`config.mk`:
```
export PLATFORM = sky130hd
export DESIGN_NAME = mcip_round
export DESIGN_NICKNAME = d
export VERILOG_FILES = /design/src/sv/monotonic_cubic_interpolator_unit_macros.svh /design/src/sv/mcip_round.sv
export SDC_FILE = /design/constraint.sdc
export NUM_CORES = 1
export LEC_CHECK = 0
export BUFFER_PORTS_ARGS = -buffer_cell sky130_fd_sc_hd__buf_2
export CORE_MARGIN = 2
export CORE_UTILIZATION = 35
export DETAILED_ROUTE_END_ITERATION = 8
export PLACE_DENSITY_LB_ADDON = 0.25
export SYNTH_ARGS = -nofsm -noshare
export SYNTH_HDL_FRONTEND = slang
export SYNTH_SLANG_ARGS = --single-unit
export TNS_END_PERCENT = 30
```
`constraint.sdc`:
```
create_clock -name clock -period 1.8 [get_ports clock]
set_clock_uncertainty 0.15 [all_clocks]
set_input_delay 0.09 -clock clock [delete_from_list [all_inputs] [get_ports clock]]
set_output_delay 0.09 -clock clock [all_outputs]
set_load 0.05 [all_outputs]
```
`src/sv/monotonic_cubic_interpolator_unit_macros.svh`:
```
// Assertion macros shared by the monotonic cubic interpolator RTL.
// Needs no other file; included by the modules that carry assertions.
`ifndef MONOTONIC_CUBIC_INTERPOLATOR_UNIT_MACROS_SVH
`define MONOTONIC_CUBIC_INTERPOLATOR_UNIT_MACROS_SVH

// Same-cycle implication, disabled while reset is high.
`define MCIP_ASSERT_NOW(label, clk, rst, cond, expr, msg) \
   label: assert property (@(posedge clk) disable iff (rst) (cond) |-> (expr)) \
      else $error(msg);

// Next-cycle implication, disabled while reset is high.
`define MCIP_ASSERT_NEXT(label, clk, rst, cond, expr, msg) \
   label: assert property (@(posedge clk) disable iff (rst) (cond) |=> (expr)) \
      else $error(msg);

`endif

```
`src/sv/mcip_round.sv`:
```
// Output stage: drops the fraction bits (the half-unit bias is already in),
// clamps to the sample range and holds the result word for the receiver.
// Depends on nothing besides its parameters.
`default_nettype none

module mcip_round #(
   parameter int SAMPLE_BITS   = 32,
   parameter int FRACTION_BITS = 16
) (
   input  logic                                           clock,
   input  logic                                           reset,
   input  logic                                           in_valid,
   output logic                                           in_ready,
   input  logic signed [SAMPLE_BITS+3*FRACTION_BITS+5:0]  acc,
   output logic                                           out_valid,
   input  logic                                           out_ready,
   output logic signed [SAMPLE_BITS-1:0]                  out_value,
   output logic                                           out_sat
);
   localparam int AW = SAMPLE_BITS + 3 * FRACTION_BITS + 6;
   localparam int VW = SAMPLE_BITS + 5;

   logic                         en;
   logic                         v_ff;
   logic signed [VW-1:0]         val;
   logic        [VW-SAMPLE_BITS:0] top;
   logic                         fits;
   logic signed [SAMPLE_BITS-1:0] value_in, value_ff;
   logic                         sat_in, sat_ff;

   assign en       = !v_ff || out_ready;
   assign in_ready = en;

   assign val  = acc[AW-1:AW-VW];
   assign top  = val[VW-1:SAMPLE_BITS-1];
   assign fits = (&top) || !(|top);

   always_comb begin
      sat_in = !fits;
      if (fits) begin
         value_in = val[SAMPLE_BITS-1:0];
      end else if (val[VW-1]) begin
         value_in = {1'b1, {(SAMPLE_BITS-1){1'b0}}};
      end else begin
         value_in = {1'b0, {(SAMPLE_BITS-1){1'b1}}};
      end
   end

   always_ff @(posedge clock) begin
      if (reset) begin
         v_ff <= 1'b0;
      end else if (en) begin
         v_ff <= in_valid;
      end
   end

   always_ff @(posedge clock) begin
      if (en) begin
         value_ff <= value_in;
         sat_ff   <= sat_in;
      end
   end

   assign out_valid = v_ff;
   assign out_value = value_ff;
   assign out_sat   = sat_ff;

endmodule

`default_nettype wire

```
==> impl_table.tex, run 1 <==
\begin{tabular}{lr}
\hline
Metric & Value \\
\hline
\multicolumn{2}{l}{\textbf{GRT}} \\
Vias in the first global route & 1161 \\
Global-route wire length before repair & 4860 um \\
Total global-route track usage & 15.0\% \\
Overall overflow remaining after global route & 0 \\
Maximum number of pins on one net before global-route repair & 36 \\
Number of antenna violations at the first check in global routing & 0 \\
\multicolumn{2}{l}{\textbf{Timing}} \\
Maximum clock frequency & 585 MHz \\
Transition time of the tightest slew-check pin & 450 ps \\
Period utilization & 95.0\% \\
Unrepaired setup endpoints after global routing & no \\
Final hold violations & 0 \\
Worst setup slack after layout & 90.0 ps \\
Setup TNS & 0 ps \\
Period minus WS final & 1710 ps \\
Setup-failing EPs final & 0 \\
Worst rel slew slack & 70.0\% \\
Number of slew-limit violations in the final report & 0 \\
\multicolumn{2}{l}{\textbf{Routing}} \\
DR DRC count & 0 \\
Length of the first detailed-routing pass in iterations & 4 \\
Routed len/inst & 12.7 um \\
Sum of routed wire segments on met1 & 1130 um \\
Initial detailed-routing violation count & 31 \\
Via-to-Cell Ratio & 4.55 \\
Via count & 1110 \\
Routed length on met2 & 1640 um \\
DRT Wirelength & 3100 um \\
Top Layer Used & met4 \\
Routed length on met3 & 297 um \\
Number of nets with antenna violations after detailed routing & 0 \\
\multicolumn{2}{l}{\textbf{Worst setup path}} \\
WP data required & 1680 ps \\
Worst endpoint data arrival time & 1590 ps \\
Nature of the critical path startpoint & input port \\
Worst-path maximum fanout & 14 \\
R2r worst-path depth & 3 \\
Path type of the worst setup path & in -> reg \\
Endpoint type of the worst setup path & flop \\
\multicolumn{2}{l}{\textbf{Cells and area}} \\
Nets@finish & 285 \\
Inserted Diodes & 0 \\
Most common library cell in the layout ignoring fill and taps & buf\_2 \\
Share of final-layout standard cells stronger than drive strength 1 & 44.4\% \\
Area growth from synthesis to final layout & 60.4\% \\
Most frequent cells in the layout & buf\_2, dlygate4sd3\_1, edfxtp\_1 \\
Number of inserted filler cells in the final layout & 307 \\
Non-filler instance count after layout & 244 \\
\multicolumn{2}{l}{\textbf{Floorplanning}} \\
Initial core utilization & 36.9\% \\
Height of the die & 66.6 um \\
Die area & 4440 um2 \\
Num ports & 125 \\
Die X & 66.6 um \\
Number of placement rows & 22 \\
Floorplan core area & 3720 um2 \\
\multicolumn{2}{l}{\textbf{CTS}} \\
Clock sink count & 34 \\
H-tree level count & 2 \\
Clock Root Buffer & clkbuf\_8 \\
Clock buffers created by TritonCTS & 5 \\
Clock latency reported for the late side of the worst-skew pair & 270 ps \\
Clock transition time at the flip-flop clock pins of the worst setup and hold paths & 60 ps \\
Buffer depth of the longest clock path & 2 \\
CTS tree & built \\
\multicolumn{2}{l}{\textbf{Min path}} \\
Hold Crit Depth & 2 \\
Type of the tightest min-delay check & in -> reg \\
\multicolumn{2}{l}{\textbf{Power}} \\
Peak supply drop & 480 uV \\
Leakage & 1.09 nW \\
Pwr per Cell Area & 867 nW/um2 \\
\multicolumn{2}{l}{\textbf{Run status}} \\
Result of the run & completed \\
\multicolumn{2}{l}{\textbf{Place}} \\
Final GP Congestion & 0.649 \\
Cell total after placement & 202 \\
IO Port Bufs & 75 \\
Detailed-placement wirelength estimate & 1910 um \\
Pre-CTS setup slack & 242 ps \\
\multicolumn{2}{l}{\textbf{Job}} \\
Max-cap violations & 0 \\
\multicolumn{2}{l}{\textbf{Logic synthesis}} \\
Netlist cell types & 17 \\
Most used DFF post-synth & edfxtp\_1 \\
Cell type with the largest total area after synthesis & edfxtp\_1 \\
Netlist Area Pre-Place & 1370 um2 \\
Top cells by area, synth & edfxtp\_1, a21o\_1, buf\_6 \\
Cells after Synth & 84 \\
Yosys top cell area share & 72.2\% \\
Syn\_area\_per\_cell & 16.3 um2 \\
Synthesis Warnings & 0 \\
Synthesized net count & 174 \\
Post-synthesis async set-or-reset flop share & 0\% \\
Post-synth EDFFs & 33 \\
Share of the yosys chip area belonging to registers & 73.7\% \\
Number of synthesized register bits & 34 \\
\hline
\end{tabular}
[sequential cells by signal (all words and copies together), names as in the netlist]
signal / cells
out_value: 32
out_sat: 1
out_valid: 1
[stage by stage]
| step | area (um2) | utilization, % | power (mW) | hold slack [ps] |
|---|---|---|---|---|
| 6_report | 2200 | 59.3 | 1.91 | 363 |
| 5_1_grt | 2200 | 59.3 | 2.00 | 408 |
| 4_1_cts | 2190 | 59.1 | 1.93 | 373 |
| 3_5_place_dp | 1770 | 47.7 | 1.36 | 98.9 |
| 3_3_place_gp | 1770 | 47.7 | 1.35 | 95.4 |
| 2_1_floorplan | 1380 | - | 1.25 | 9.07 |
[repair_timing]
action,CTS,global route
endpoints found under the hold margin,33,0
buffers inserted,0,0
hold buffers,34,0
resized for setup,0,1
endpoints found under the setup margin,0,17
[where the power goes]
| part | internal [mW] | leakage, nW | switching (mW) |
|---|---|---|---|
| Sequential | 0.937 | 0.349 | 0.0146 |
| Clock | 0.274 | 0.0395 | 0.235 |
| Combinational | 0.150 | 0.705 | 0.299 |
[cells in the mapped netlist (2+ instances only)]
| master | count |
|---|---|
| edfxtp_1 | 33 |
| buf_6 | 4 |
| a21oi_1 | 2 |
| a21o_1 | 29 |
| a21o_2 | 2 |
| clkbuf_1 | 2 |
| inv_1 | 2 |
[layout make-up]
class | count | area [um2] | area share, %
clock buffers | 8 | 80.1 | 3.64
multi-input cells | 40 | 305 | 13.9
well taps | 48 | 60.1 | 2.73
inverters | 2 | 7.51 | 0.341
repair buffers | 112 | 738 | 33.5
flip-flops and latches | 34 | 1010 | 45.9
[worst max-delay path, cell delays in order]
cell,delay (ps)
dlygate4sd3_1,540
buf_2,160
nand4_1,90
a2bb2o_1,300
buf_4,190
a21o_2,220
[path summary, 6_finish.rpt]
path                   from             to  slack, ps
setup reg to reg  out_valid      out_valid        150
setup / recovery    acc[85]  out_value[30]         90
hold / removal    out_ready   out_value[5]        360
hold reg to reg   out_valid   out_value[5]        750
[logic make-up after synthesis]
family,Yosys count,share of synthesized area (%)
AND/OR/NAND/NOR,6,2.28
flip-flops,34,73.7
AO/OA/AOI/OAI,34,18.6
buffers and inverters,10,5.47
[layer usage]
layer | vias to the layer above | track usage [%]
met2 | 54 | 30.1
met1 | 516 | 13.1
met5 | - | 0
met4 | 0 | 3.83
met3 | 3 | 6.93
li1 | 537 | -
(Power assumes the default switching activity.)
==> run 2: changes to the inputs <==
- CORE_UTILIZATION: 35 -> 33
- clock period: 1.8 -> 1.5 ns (I/O delays scaled with it)
==> impl_table.tex, run 2 (synthesis gave the netlist of run 1 again) <==
\begin{tabular}{lr}
\hline
Metric & Value \\
\hline
\multicolumn{2}{l}{\textbf{Run status}} \\
Result of the run & completed \\
\multicolumn{2}{l}{\textbf{GRT}} \\
Global-route wire length before repair & 5000 um \\
Maximum number of pins on one net before global-route repair & 19 \\
Overall overflow remaining after global route & 0 \\
Total global-route track usage & 15.3\% \\
Vias in the first global route & 1094 \\
Number of antenna violations at the first check in global routing & 0 \\
\multicolumn{2}{l}{\textbf{Worst setup path}} \\
WP data required & 1270 ps \\
R2r worst-path depth & 2 \\
Worst endpoint data arrival time & 1160 ps \\
Endpoint type of the worst setup path & primary output \\
Critical register-to-register path endpoint & out\_value[31] \\
Delay of the slowest critical-path stage & 330 ps \\
Worst-path maximum fanout & 18 \\
Nature of the critical path startpoint & flop \\
Critical-path cell list & nand2b\_4 > buf\_2 \\
Reg2Reg Setup Slack & 290 ps \\
Category of cells accounting for the largest share of critical-path delay & flip-flops \\
Path type of the worst setup path & reg -> out \\
Critical register-to-register path startpoint & out\_valid \\
Critical path buffer and inverter count & 1 \\
Crit-path slowest cell & dfxtp\_2 \\
\multicolumn{2}{l}{\textbf{Routing}} \\
Initial detailed-routing violation count & 57 \\
Length of the first detailed-routing pass in iterations & 4 \\
Routed len/inst & 13.7 um \\
Via-to-Cell Ratio & 4.35 \\
Number of nets with antenna violations after detailed routing & 0 \\
DRT Wirelength & 3400 um \\
Via count & 1080 \\
DR DRC count & 0 \\
\multicolumn{2}{l}{\textbf{Floorplanning}} \\
Height of the die & 68.5 um \\
Initial core utilization & 34.3\% \\
Die area & 4690 um2 \\
Floorplan core area & 4000 um2 \\
Number of placement rows & 23 \\
Die X & 68.5 um \\
Num ports & 125 \\
\multicolumn{2}{l}{\textbf{Place}} \\
IO Port Bufs & 75 \\
Pre-CTS setup slack & 66.6 ps \\
Detailed-placement wirelength estimate & 2070 um \\
Final GP Congestion & 0.607 \\
\multicolumn{2}{l}{\textbf{Power}} \\
Peak supply drop & 722 uV \\
Leakage & 1.12 nW \\
Pwr per Cell Area & 1110 nW/um2 \\
\multicolumn{2}{l}{\textbf{CTS}} \\
H-tree level count & 2 \\
Clock buffers created by TritonCTS & 5 \\
Clock latency reported for the late side of the worst-skew pair & 280 ps \\
Post-cts gate resize count & 0 \\
Buffer depth of the longest clock path & 2 \\
Clock sink count & 34 \\
Setup Buffers After CTS & 0 \\
\# hold bufs at CTS & 34 \\
CTS tree & built \\
Clock Root Buffer & clkbuf\_8 \\
Clock transition time at the flip-flop clock pins of the worst setup and hold paths & 70 ps \\
\multicolumn{2}{l}{\textbf{Timing}} \\
Unrepaired setup endpoints after global routing & no \\
Transition time of the tightest slew-check pin & 273 ps \\
Worst rel slew slack & 81.8\% \\
Maximum clock frequency & 720 MHz \\
Period minus WS final & 1390 ps \\
Setup-failing EPs final & 0 \\
Number of slew-limit violations in the final report & 0 \\
Worst setup slack after layout & 111 ps \\
Period utilization & 92.6\% \\
Final hold violations & 0 \\
Setup TNS & 0 ps \\
\multicolumn{2}{l}{\textbf{Min path}} \\
Startpoint of the tightest hold check path & out\_ready \\
Type of the tightest min-delay check & in -> reg \\
Hold EP & out\_valid \\
Hold Crit Depth & 3 \\
\multicolumn{2}{l}{\textbf{Cells and area}} \\
Most frequent cells in the layout & buf\_2, dlygate4sd3\_1, edfxtp\_1 \\
Most common library cell in the layout ignoring fill and taps & buf\_2 \\
Nets@finish & 287 \\
Inserted Diodes & 0 \\
Share of final-layout standard cells stronger than drive strength 1 & 47.0\% \\
Flip-flop count of the largest register, all copies and words added & 32 \\
Number of inserted filler cells in the final layout & 334 \\
Area growth from synthesis to final layout & 64.3\% \\
\multicolumn{2}{l}{\textbf{Job}} \\
Max-cap violations & 0 \\
\hline
\end{tabular}
==> run 2: report_power, final <==
group / internal [mW] / switching [mW]
clock network: 0.488 / 0.317
logic: 0.186 / 0.363
registers: 1.12 / 0.0180
==> run 2: cell type report <==
cell class | count | area [um2] | area share, %
clock buffer | 5 | 68.8 | 3.05
clock inverter | 3 | 40.0 | 1.78
inverter | 2 | 7.51 | 0.333
multi-input combinational | 40 | 298 | 13.2
sequential | 34 | 1010 | 44.9
tap | 50 | 62.6 | 2.77
timing repair buffer | 114 | 766 | 34.0
==> run 2: metal layers <==
layer	vias up	track usage, %	share of wire, %
met5	-	0	0
met4	0	7.25	1.4
met2	37	25.4	55
li1	542	-	-
met1	497	17.7	38
met3	4	5.19	5.6
==> run 2: stage by stage <==
| stage | power, mW | hold slack (ps) | std cells | instance area (um2) | util (%) |
|---|---|---|---|---|---|
| after CTS | 2.53 | 150 | 248 | 2250 | 56.4 |
| final | 2.50 | 146 | 248 | 2250 | 56.4 |
| after detailed placement | 1.64 | 87.2 | 206 | 1810 | 45.1 |
| after floorplan | 1.50 | -13.3 | 84 | 1380 | - |
| after global routing | 2.60 | 157 | 248 | 2250 | 56.4 |
| after global placement | 1.63 | 74.0 | 206 | 1810 | 45.1 |
==> run 2: worst max path at each step <==
stage | start | endpoint | cells past startpoint
after floorplan | out_valid | out_sat | 1
after global placement | acc[85] | out_value[0] | 5
after detailed placement | acc[85] | out_value[0] | 5
after CTS | out_valid | in_ready | 2
after global routing | out_valid | in_ready | 2
final | out_valid | in_ready | 2
==> run 2: worst reg2reg max path: cells and delay by family, from the launching register on <==
kind / cells / cell delay [ps]
buf+inv: 1 / 210
flops: 1 / 330
simple gates: 1 / 230
